--- src/rtl/core/cpbt_pkg.sv ---
// Shared types, constants and helpers for the changed page bitmap tracker.
package cpbt_pkg;
    localparam int SPACES_DEF = 16;
    localparam int WORDS_DEF = 1024;
    localparam int WORD_BITS = 64;
    localparam int PAGE_W = 16;
    localparam int END_W = 17;
    localparam int SPACE_W = 4;

    typedef enum logic [1:0] {
        ACT_TRACK = 2'd0,
        ACT_QUERY = 2'd1,
        ACT_FIND  = 2'd2,
        ACT_NONE  = 2'd3
    } action_t;

    localparam logic [1:0] ST_CLEAR = 2'd0;
    localparam logic [1:0] ST_SET   = 2'd1;
    localparam logic [1:0] ST_OOR   = 2'd2;

    typedef struct packed {
        logic [1:0]         action;
        logic [SPACE_W-1:0] space;
        logic [PAGE_W-1:0]  page;
        logic [END_W-1:0]   end_page;
    } req_t;

    typedef enum logic [2:0] {
        B_CLEAR,
        B_IDLE,
        B_READ,
        B_EVAL,
        B_OUT
    } bstate_t;

    // Index of the lowest set bit, in six halving steps.
    function automatic logic [5:0] low_bit(input logic [63:0] w);
        logic [5:0]  r;
        logic [63:0] v;
        r = '0;
        v = w;
        if (v[31:0] == '0) begin r[5] = 1'b1; v = v >> 32; end
        if (v[15:0] == '0) begin r[4] = 1'b1; v = v >> 16; end
        if (v[7:0] == '0) begin r[3] = 1'b1; v = v >> 8; end
        if (v[3:0] == '0) begin r[2] = 1'b1; v = v >> 4; end
        if (v[1:0] == '0) begin r[1] = 1'b1; v = v >> 2; end
        if (v[0] == 1'b0) begin r[0] = 1'b1; end
        return r;
    endfunction
endpackage

--- src/rtl/core/cpbt_front.sv ---
// Input stage and two-entry request queue in front of the bitmap engine.
module cpbt_front import cpbt_pkg::*; (
    input  logic                aclk,
    input  logic                aresetn,
    input  logic                in_valid,
    output logic                in_ready,
    input  req_t                in_req,
    output logic                q_valid,
    input  logic                q_ready,
    output req_t                q_req
);
    req_t       mem_reg [2];
    logic [1:0] cnt_reg, cnt_next;
    logic       wp_reg, rp_reg;
    logic       push, pop;

    assign in_ready = (cnt_reg != 2'd2);
    assign q_valid  = (cnt_reg != 2'd0);
    assign q_req    = mem_reg[rp_reg];
    assign push     = in_valid && in_ready;
    assign pop      = q_valid && q_ready;

    always_comb begin
        cnt_next = cnt_reg + 2'(push) - 2'(pop);
    end

    always_ff @(posedge aclk) begin
        if (!aresetn) begin
            cnt_reg <= '0;
            wp_reg  <= 1'b0;
            rp_reg  <= 1'b0;
        end else begin
            cnt_reg <= cnt_next;
            if (push) wp_reg <= ~wp_reg;
            if (pop) rp_reg <= ~rp_reg;
        end
        if (push) mem_reg[wp_reg] <= in_req;
    end
endmodule

--- config.mk ---
export PLATFORM = sky130hd
export DESIGN_NAME = cpbt_front
export DESIGN_NICKNAME = d
export VERILOG_FILES = /design/src/rtl/core/cpbt_pkg.sv /design/src/rtl/core/cpbt_front.sv
export SDC_FILE = /design/constraint.sdc
export NUM_CORES = 1
export LEC_CHECK = 0
export ABC_CLOCK_PERIOD_IN_PS = 6900
export BUFFER_PORTS_ARGS = -buffer_cell sky130_fd_sc_hd__buf_2
export CAP_MARGIN = 0
export CORE_AREA = 2 2 84 118
export DETAILED_ROUTE_END_ITERATION = 8
export DIE_AREA = 0 0 86 120
export PLACE_DENSITY = 0.66
export SYNTH_ARGS = -nofsm -noshare
export SYNTH_HDL_FRONTEND = slang
export SYNTH_SLANG_ARGS = --single-unit
--- constraint.sdc ---
create_clock -name aclk -period 6.9 [get_ports aclk]
set_clock_uncertainty 0.05 [all_clocks]
set_input_delay 1.38 -clock aclk [delete_from_list [all_inputs] [get_ports aclk]]
set_output_delay 1.38 -clock aclk [all_outputs]
set_load 0.01 [all_outputs]
==> results.toml, run 1 <==
[pwr]
p_per_area_nw_per_um2 = 375
p_sw_share_pct = 24.5
power_frac_clock_pct = 33.0
power.internal_mw = 1.11
irDropWorstVdd_mv = 0.209
combPwrFrac_pct = 20.5
pwr-share-seq_pct = 46.6
p_switching_mw = 0.361
leakagePower_nw = 1.49

[logic_synthesis]
syn_inst = 145
syn_area_um2 = 3090
ys_types = 19
synthesis.nets = 190
ys_warn_count = 0
ys_ff_latch = 83
syn_avg_cell_area_um2 = 21.3
ys_seq_area_share_pct = 78.9

[detailed_routing]
wl_per_cell_um = 13.8
drc = 0
via_per_inst = 4.39
ant_nets = 0
drtIter0Drc = 50
drt-total-wl_um = 4820
dr.pass1.iters = 4
vias = 1536

[finish]
fin_nets = 280
drive_above_1_share_pct = 58.3
instances_no_fill = 350
fin_area_um2 = 3920
diodes = 0
largest_reg_flops = 78
multi_input_area_um2 = 616
fin_util_pct = 42.2
nFillCells = 831
seq_area_um2 = 2440
syn_to_final_growth_pct = 26.8

[critical_path]
worstPathArrival_ns = 1.92
path_cells = "mux2_2 > buf_2"
worstPathMaxFanout = 39
end_kind = "output port"
critical_path_class = "reg -> out"
critPathSlowestCell = "dfxtp_2"
startpoint_type = "register"
critPathRequiredTime_ns = 5.47
cpPeakStageDelay_ns = 1.02

[clocking]
htree_levels = 3
cts_hold_buf = 0
ctsResizeCount = 0
clock-sinks = 83
clock-root-buffer = "clkbuf_16"
clock_latency_ns = 0.32
cts_tree = "yes"
cts_setup_buffers = 0
cts_buffers = 9
clk_pin_slew_ns = 0.06
clk_path_buf_depth = 2

[sta]
rsz0062_at_grt = "no"
slew_headroom_pct = 21.7
worst_pin_slew_ns = 1.17
max_freq_mhz = 298
setup_slack_ns = 3.55
min_period_over_period_pct = 48.6
setup_viol = 0
period_needed_ns = 3.35
maxSlewViolCount = 0
final.setup.tns_ns = 0
finalHoldViolations = 0

[die]
row_count = 42
die_height_um = 120
die_area_um2 = 10300
core_um2 = 9300
io_pins = 84
initial_utilization_pct = 33.3
dieWidth_um = 86

[place]
port_buffers = 83
gp_congestion = 0.651
post_dp_cell_area_um2 = 3620
pre_cts_ws_ns = 3.82
dp_hpwl_um = 2990
place_inst = 334

[global_routing]
grt_start_max_net_pins = 40
track_usage_pct = 9.84
grt_overflow = 0
grt_pass1_wl_um = 7450
grt_pass1_vias = 1568
antenna_found_initial = 0

[outcome]
status = "completed"

[min_path]
min_path_type = "reg -> reg"

[run]
drv_cap = 0
==> power groups by stage <==
stage / Sequential [mW] / Clock (mW) / Combinational [mW]
finish: 0.685 / 0.485 / 0.301
global route: 0.696 / 0.523 / 0.332
CTS: 0.690 / 0.501 / 0.309
detailed placement: 0.700 / 0 / 0.307
global placement: 0.696 / 0 / 0.305
floorplan: 0.661 / 0 / 0.236
==> cell usage after synthesis <==
cell type,count,area (um2)
and2_1,2,12.5
and3_1,1,6.26
buf_4,2,15.0
buf_6,1,11.3
buf_8,1,15.0
dfxtp_1,5,100
edfxtp_1,78,2340
ha_1,2,25.0
inv_1,1,3.75
mux2_2,29,327
mux2_4,10,150
mux2i_1,1,10.0
nand2_1,2,7.51
nand2b_1,2,12.5
nor2_1,1,3.75
nor2b_1,2,12.5
o21a_1,1,7.51
or2_2,1,6.26
xnor2_1,3,26.3
==> cells by family (layout without fill, tap and decap cells) <==
group | Yosys count | in the layout | share of synthesized area [%]
and+or+nand+nor | 11 | 11 | 1.98
AOI/OAI and AO/OA | 1 | 1 | 0.243
xor gates and xnor gates | 3 | 3 | 0.849
adders and majority gates | 2 | 2 | 0.809
DFF | 83 | 83 | 78.9
buffers and inverters | 5 | 100 | 1.46
muxes | 40 | 40 | 15.7
==> worst max-delay path, delay by kind of cell, from the launching register on <==
family                 cells  cell delay, ns
DFF                        1            1.02
muxes                      1            0.43
buffers and inverters      1            0.14
==> placed cells by master, fill, tap and decap left out, types with 2 or more instances in the layout <==
master / n
mux2_4: 10
nor2b_1: 2
edfxtp_1: 78
clkbuf_16: 9
clkinv_1: 2
nand2_1: 2
dfxtp_1: 4
mux2_2: 29
ha_1: 2
and2_1: 2
buf_2: 83
bufinv_16: 2
xnor2_1: 3
nand2b_1: 2
clkinv_2: 3
==> stage by stage <==
step           hold slack [ns]  power (mW)
6_report                 0.471        1.47
5_1_grt                  0.516        1.55
4_1_cts                  0.474        1.50
3_5_place_dp             0.466        1.01
3_3_place_gp             0.450        1.00
2_1_floorplan            0.405       0.897
==> path summary, 6_finish.rpt <==
kind	startpoint	to	slack (ns)	cells past startpoint
worst min-delay path	wp_reg	wp_reg	0.47	2
worst max register to register	cnt_reg[0]	mem_reg[0][15]	4.87	3
worst max-delay path	register	q_req[24]	3.55	2
worst min register to register	wp_reg	wp_reg	0.47	2
==> per-layer routing <==
layer / vias to the layer above / wire length (um) / track usage, %
met5: - / 0 / 0
met4: 0 / 77 / 4.76
met3: 6 / 266 / 3.78
met2: 50 / 2540 / 16.5
met1: 737 / 1940 / 10.7
li1: 743 / - / -
==> area by class of cell <==
cell class | count | area share (%)
clock buffers | 9 | 5.74
repair buffers | 83 | 10.6
clock inverters | 7 | 2.10
inverters | 1 | 0.0957
multi-input cells | 57 | 15.7
flip-flops and latches | 83 | 62.3
well taps | 110 | 3.51
No activity file was read; power rests on OpenSTA's default activity.
==> run 2: changes to the inputs <==
--- a/config.mk
+++ b/config.mk
@@ -5,13 +5,14 @@
 export SDC_FILE = /design/constraint.sdc
 export NUM_CORES = 1
 export LEC_CHECK = 0
-export ABC_CLOCK_PERIOD_IN_PS = 6900
+export ABC_AREA = 1
+export ABC_CLOCK_PERIOD_IN_PS = 2750
 export BUFFER_PORTS_ARGS = -buffer_cell sky130_fd_sc_hd__buf_2
 export CAP_MARGIN = 0
 export CORE_AREA = 2 2 84 118
 export DETAILED_ROUTE_END_ITERATION = 8
 export DIE_AREA = 0 0 86 120
-export PLACE_DENSITY = 0.66
+export PLACE_DENSITY = 0.68
 export SYNTH_ARGS = -nofsm -noshare
 export SYNTH_HDL_FRONTEND = slang
 export SYNTH_SLANG_ARGS = --single-unit
==> constraint.sdc (replaced) <==
create_clock -name aclk -period 2.75 [get_ports aclk]
set_clock_uncertainty 0.05 [all_clocks]
set_input_delay 0.55 -clock aclk [delete_from_list [all_inputs] [get_ports aclk]]
set_output_delay 0.55 -clock aclk [all_outputs]
set_load 0.01 [all_outputs]
==> run 2 against run 1 <==
Final cell count grew 5.1%; flip-flop and latch count is the same; wire length grew 6.6%; via count grew 7.1%; critical path type unchanged; largest power group unchanged; synthesized cell count grew 8.3%.
==> results.toml, run 2 <==
[pwr]
leakagePower_nw = 1.55
combPwrFrac_pct = 22.5
p_sw_share_pct = 25.3
pwr-share-seq_pct = 46.0
irDropWorstVdd_mv = 0.388
p_switching_mw = 0.926
p_per_area_nw_per_um2 = 924
power.internal_mw = 2.73
power_frac_clock_pct = 31.5

[finish]
drive_above_1_share_pct = 55.8
final_common_cell = "buf_2"
mostFrequentLayoutCells = "83 x buf_2, 78 x edfxtp_1, 29 x mux2_2, 10 x mux2_4"
diodes = 0
largest_reg_flops = 78
instances_no_fill = 368
fin_nets = 298
fin_util_pct = 42.5
syn_to_final_growth_pct = 27.6

[global_routing]
grt_pass1_vias = 1677
grt_overflow = 0
track_usage_pct = 10.5
grt_pass1_wl_um = 7830
grt_start_max_net_pins = 20
antenna_found_initial = 0

[detailed_routing]
drt-total-wl_um = 5140
vias = 1645
via_per_inst = 4.47
drc = 0
ant_nets = 0
wl_per_cell_um = 14.0
dr.pass1.iters = 4
drtIter0Drc = 37

[critical_path]
cpPeakStageDelay_ns = 0.62
critPathRequiredTime_ns = 2.15
reg2reg_depth = 5
regToRegEndpoint = "mem_reg[0][8]"
reg2reg_from = "cnt_reg[0]"
critical_path_class = "reg -> out"
path_cells = "buf_4 > mux2_2 > buf_2"
end_kind = "output port"
critPathSlowestCell = "dfxtp_2"
worstPathMaxFanout = 19
startpoint_type = "register"
worstPathArrival_ns = 1.75
rrSetupSlack_ns = 0.99

[sta]
worst_pin_slew_ns = 0.521
max_freq_mhz = 425
final.setup.tns_ns = 0
slew_headroom_pct = 65.2
period_needed_ns = 2.35
setup_viol = 0
finalHoldViolations = 0
min_period_over_period_pct = 85.5
maxSlewViolCount = 0
rsz0062_at_grt = "no"

[clocking]
clk_path_buf_depth = 2
cts_hold_buf = 0
clock-root-buffer = "clkbuf_16"
clock_latency_ns = 0.33
cts_buffers = 9
clock-sinks = 83
clk_pin_slew_ns = 0.06
cts_setup_buffers = 0
ctsResizeCount = 0
cts_tree = "yes"
htree_levels = 3

[logic_synthesis]
ys_types = 13
synth_flop_cell = "edfxtp_1"
yosys.area.top_type_share_pct = 75.5
syn_avg_cell_area_um2 = 19.7
syn_inst = 157
syn_area_um2 = 3100
synth.top_cells.by_count = "78 x edfxtp_1, 29 x mux2_2, 10 x mux2_4, 9 x nand2_1, 8 x nor2_1"
ys_ff_latch = 83
synthArstFlopShare_pct = 0
synth_edf_count = 78
ys_warn_count = 0
ys_seq_area_share_pct = 78.8
yosysMostFrequentCell = "edfxtp_1"
synth.area.top_cells = "edfxtp_1 76%, mux2_2 11%, mux2_4 4.8%, dfxtp_1 3.2%, nand2_1 1.1%"
synthesis.nets = 202
yosys.area.top_type = "edfxtp_1"

[die]
row_count = 42
die_height_um = 120
initial_utilization_pct = 33.3
io_pins = 84
die_area_um2 = 10300
core_um2 = 9300
dieWidth_um = 86

[run]
drv_cap = 0

[min_path]
min_to = "mem_reg[0][34]"
min_path_type = "in -> reg"
min_path_cells = 1
min-delay-start = "in_req[34]"

[place]
port_buffers = 83
place_inst = 352
gp_congestion = 0.702
dp_hpwl_um = 3520

[outcome]
status = "completed"
==> run 2: cell count changes after synthesis, moves of 3 or more <==
| cell | previous run | this run |
|---|---|---|
| xnor2_1 | 3 | 0 |
| nor2_1 | 1 | 8 |
| nand2_1 | 2 | 9 |
| inv_1 | 1 | 7 |
| nand3_1 | 0 | 3 |
==> run 2: cell families (layout without fill, tap and decap cells) <==
group           Yosys count  in the layout  share of synthesized area (%)
compound gates            2              2                          0.323
fa+ha+maj                 2              2                          0.807
buf+inv                  11            112                           2.18
flops                    83             83                           78.8
mux                      39             39                           15.4
simple gates             20             20                           2.54
==> run 2: worst max path at each step <==
stage,end,slack [ns]
final,q_req[22],0.40
after global routing,q_req[22],0.26
after CTS,q_req[22],0.33
after detailed placement,q_req[22],0.69
after global placement,q_req[22],0.71
after floorplan,mem_reg[0][0],0.64
==> run 2: layout make-up <==
cell class	instances	area, um2
fillers	865	5350
well taps	110	138
flip-flops and latches	83	2440
inverters	7	26.3
clock inverters	3	40.0
clock buffers	13	250
multi-input cells	63	598
repair buffers	89	460
==> run 2: critical path, delay by kind of cell (launching register included) <==
family	cells	cell delay, ns
flops	1	0.62
buf+inv	2	0.45
mux	1	0.36
==> run 2: power by group through the flow <==
stage,combinational [mW],clock (mW),sequential [mW]
finish,0.824,1.15,1.68
global route,0.907,1.24,1.70
CTS,0.846,1.19,1.69
detailed placement,0.843,0,1.71
global placement,0.830,0,1.71
floorplan,0.578,0,1.67
==> run 2: through the flow <==
| stage | hold slack (ns) | power [mW] | cell area, um2 | setup slack (ns) |
|---|---|---|---|---|
| finish | 0.359 | 3.66 | 3960 | 0.399 |
| CTS | 0.342 | 3.72 | 3960 | 0.325 |
| floorplan | 0.417 | 2.25 | 3100 | 0.638 |
| detailed placement | 0.440 | 2.56 | 3670 | 0.687 |
| global placement | 0.436 | 2.54 | 3670 | 0.711 |
| global route | 0.340 | 3.85 | 3960 | 0.259 |
==> run 2: layer usage <==
metal	vias to the layer above	wire length, um	GRT usage [%]
met2	48	2710	17.7
met5	-	0	0
met3	9	287	4.13
met1	802	2030	10.8
met4	0	117	6.25
li1	786	-	-
==> run 3: changes to the inputs <==
--- a/config.mk
+++ b/config.mk
@@ -9,10 +9,11 @@
 export ABC_CLOCK_PERIOD_IN_PS = 2750
 export BUFFER_PORTS_ARGS = -buffer_cell sky130_fd_sc_hd__buf_2
 export CAP_MARGIN = 0
-export CORE_AREA = 2 2 84 118
+export CORE_AREA = 2 2 73 103
+export CTS_CLUSTER_DIAMETER = 150
 export DETAILED_ROUTE_END_ITERATION = 8
-export DIE_AREA = 0 0 86 120
-export PLACE_DENSITY = 0.68
+export DIE_AREA = 0 0 75 105
+export PLACE_DENSITY = 0.83
 export SYNTH_ARGS = -nofsm -noshare
 export SYNTH_HDL_FRONTEND = slang
 export SYNTH_SLANG_ARGS = --single-unit
==> run 3 against run 2 <==
Critical path depth unchanged; final area decreased by 2.3%; global-route usage increased by 3.2 points; flip-flop and latch count unchanged; combinational power increased by 2.8%; non-clock buffer count decreased by 2; hold slack got worse by 0.020 ns; count of clock-buffer cells in the layout decreased by 3; fmax increased by 2.7%; die area decreased by 24%; largest cell class unchanged; largest power group unchanged.
==> results.toml, run 3 (synthesis gave the netlist of run 2 again) <==
[pwr]
p_switching_mw = 0.904
finalPower_mw = 3.50
power.internal_mw = 2.59
p_sw_share_pct = 25.9
combPwrFrac_pct = 24.2
irDropWorstVdd_mv = 0.584
leakagePower_nw = 1.51
p_per_area_nw_per_um2 = 905
power_frac_clock_pct = 28.6
pwr-share-seq_pct = 47.2

[global_routing]
track_usage_pct = 13.7
grt_pass1_vias = 1689
grt_overflow = 0
grt_pass1_wl_um = 7750
grt_start_max_net_pins = 40
antenna_found_initial = 1

[clocking]
clock_latency_ns = 0.34
cts_buffers = 9
clock-sinks = 83
cts_tree = "yes"
clk_path_buf_depth = 2
clock-root-buffer = "clkbuf_8"
clk_pin_slew_ns = 0.08
htree_levels = 3
cts_setup_buffers = 0
ctsResizeCount = 0
cts_hold_buf = 0

[die]
row_count = 36
io_pins = 84
die_area_um2 = 7880
core_um2 = 6890
die_height_um = 105
dieWidth_um = 75
initial_utilization_pct = 45.0

[detailed_routing]
dr.pass1.iters = 4
drt-total-wl_um = 5090
wl_per_cell_um = 14.5
drtIter0Drc = 60
drc = 0
via_per_inst = 4.64
vias = 1627
ant_nets = 0

[sta]
final.setup.tns_ns = 0
finalHoldViolations = 0
rsz0062_at_grt = "no"
worst_pin_slew_ns = 0.574
period_needed_ns = 2.29
maxSlewViolCount = 0
setup_slack_ns = 0.460
slew_headroom_pct = 61.5
setup_viol = 0
min_period_over_period_pct = 83.3
max_freq_mhz = 437

[critical_path]
worstPathMaxFanout = 39
critPathSlowestCell = "buf_4"
reg2reg_depth = 4
critPathRequiredTime_ns = 2.15
endpoint = "q_req[3]"
end_kind = "output port"
rrSetupSlack_ns = 0.90
startpoint_type = "register"
regToRegEndpoint = "mem_reg[1][19]"
worstPathArrival_ns = 1.69
path_cells = "buf_4 > mux2_2 > buf_2"
reg2reg_from = "cnt_reg[1]"
cpPeakStageDelay_ns = 0.46
critical_path_class = "reg -> out"

[run]
drv_cap = 0

[finish]
drive_above_1_share_pct = 55.5
final_common_cell = "buf_2"
mostFrequentLayoutCells = "83 x buf_2, 78 x edfxtp_1, 29 x mux2_2, 10 x mux2_4"
diodes = 0
fin_nets = 296
fin_util_pct = 56.1
syn_to_final_growth_pct = 24.6
largest_reg_flops = 78

[place]
gp_congestion = 0.713
pre_cts_ws_ns = 0.725
dp_hpwl_um = 3360
port_buffers = 83

[outcome]
status = "completed"

[min_path]
min_path_type = "in -> reg"
## run 3: changes by cell type in the layout (fill, tap and decap cells not counted), moves of 2 or more
cell	before	now
buf_4	6	4
bufinv_16	1	3
clkbuf_1	3	1
clkbuf_16	9	0
clkbuf_8	1	9
clkinv_1	0	2
## run 3: per-layer routing
layer / vias up / GRT usage [%] / share of wire (%)
met1: 789 / 13.4 / 37
met3: 11 / 5.50 / 6.4
met4: 2 / 7.27 / 2.2
met5: - / 0 / 0.29
met2: 45 / 23.7 / 54
li1: 780 / - / -
## run 3: critical path, delay by kind of cell, from the launching register on
family	cells	cell delay [ns]
buffers and inverters	2	0.60
flip-flops	1	0.32
multiplexers	1	0.41
## run 3: worst min-delay path by stage
| stage | endpoint | startpoint | slack [ns] | cells past startpoint |
|---|---|---|---|---|
| floorplan | register | rp_reg | 0.42 | 2 |
| global placement | rp_reg | rp_reg | 0.44 | 2 |
| detailed placement | register | rp_reg | 0.46 | 2 |
| CTS | mem_reg[0][22] | in_req[22] | 0.31 | 1 |
| global route | mem_reg[0][22] | in_req[22] | 0.32 | 1 |
| finish | mem_reg[1][22] | in_req[22] | 0.34 | 1 |
## run 3: stage by stage
step / hold WS, ns / area [um2] / cells
detailed placement: 0.457 / 3630 / 335
CTS: 0.314 / 3860 / 351
global route: 0.317 / 3860 / 351
global placement: 0.436 / 3630 / 335
floorplan: 0.417 / 3100 / 157
finish: 0.340 / 3860 / 351
## run 3: final cells by class
class | instances | area (um2)
tap | 95 | 119
clock inverter | 6 | 104
multi-input combinational | 63 | 598
fill | 520 | 3030
sequential | 83 | 2440
inverter | 7 | 26.3
clock buffer | 10 | 128
timing repair buffer | 87 | 445
## run 3: power by group through the flow
stage / Sequential [mW] / Combinational (mW) / Clock [mW]
2_1_floorplan: 1.67 / 0.578 / 0
3_3_place_gp: 1.67 / 0.843 / 0
3_5_place_dp: 1.68 / 0.860 / 0
4_1_cts: 1.65 / 0.864 / 1.02
5_1_grt: 1.67 / 0.932 / 1.07
6_report: 1.65 / 0.847 / 0.999
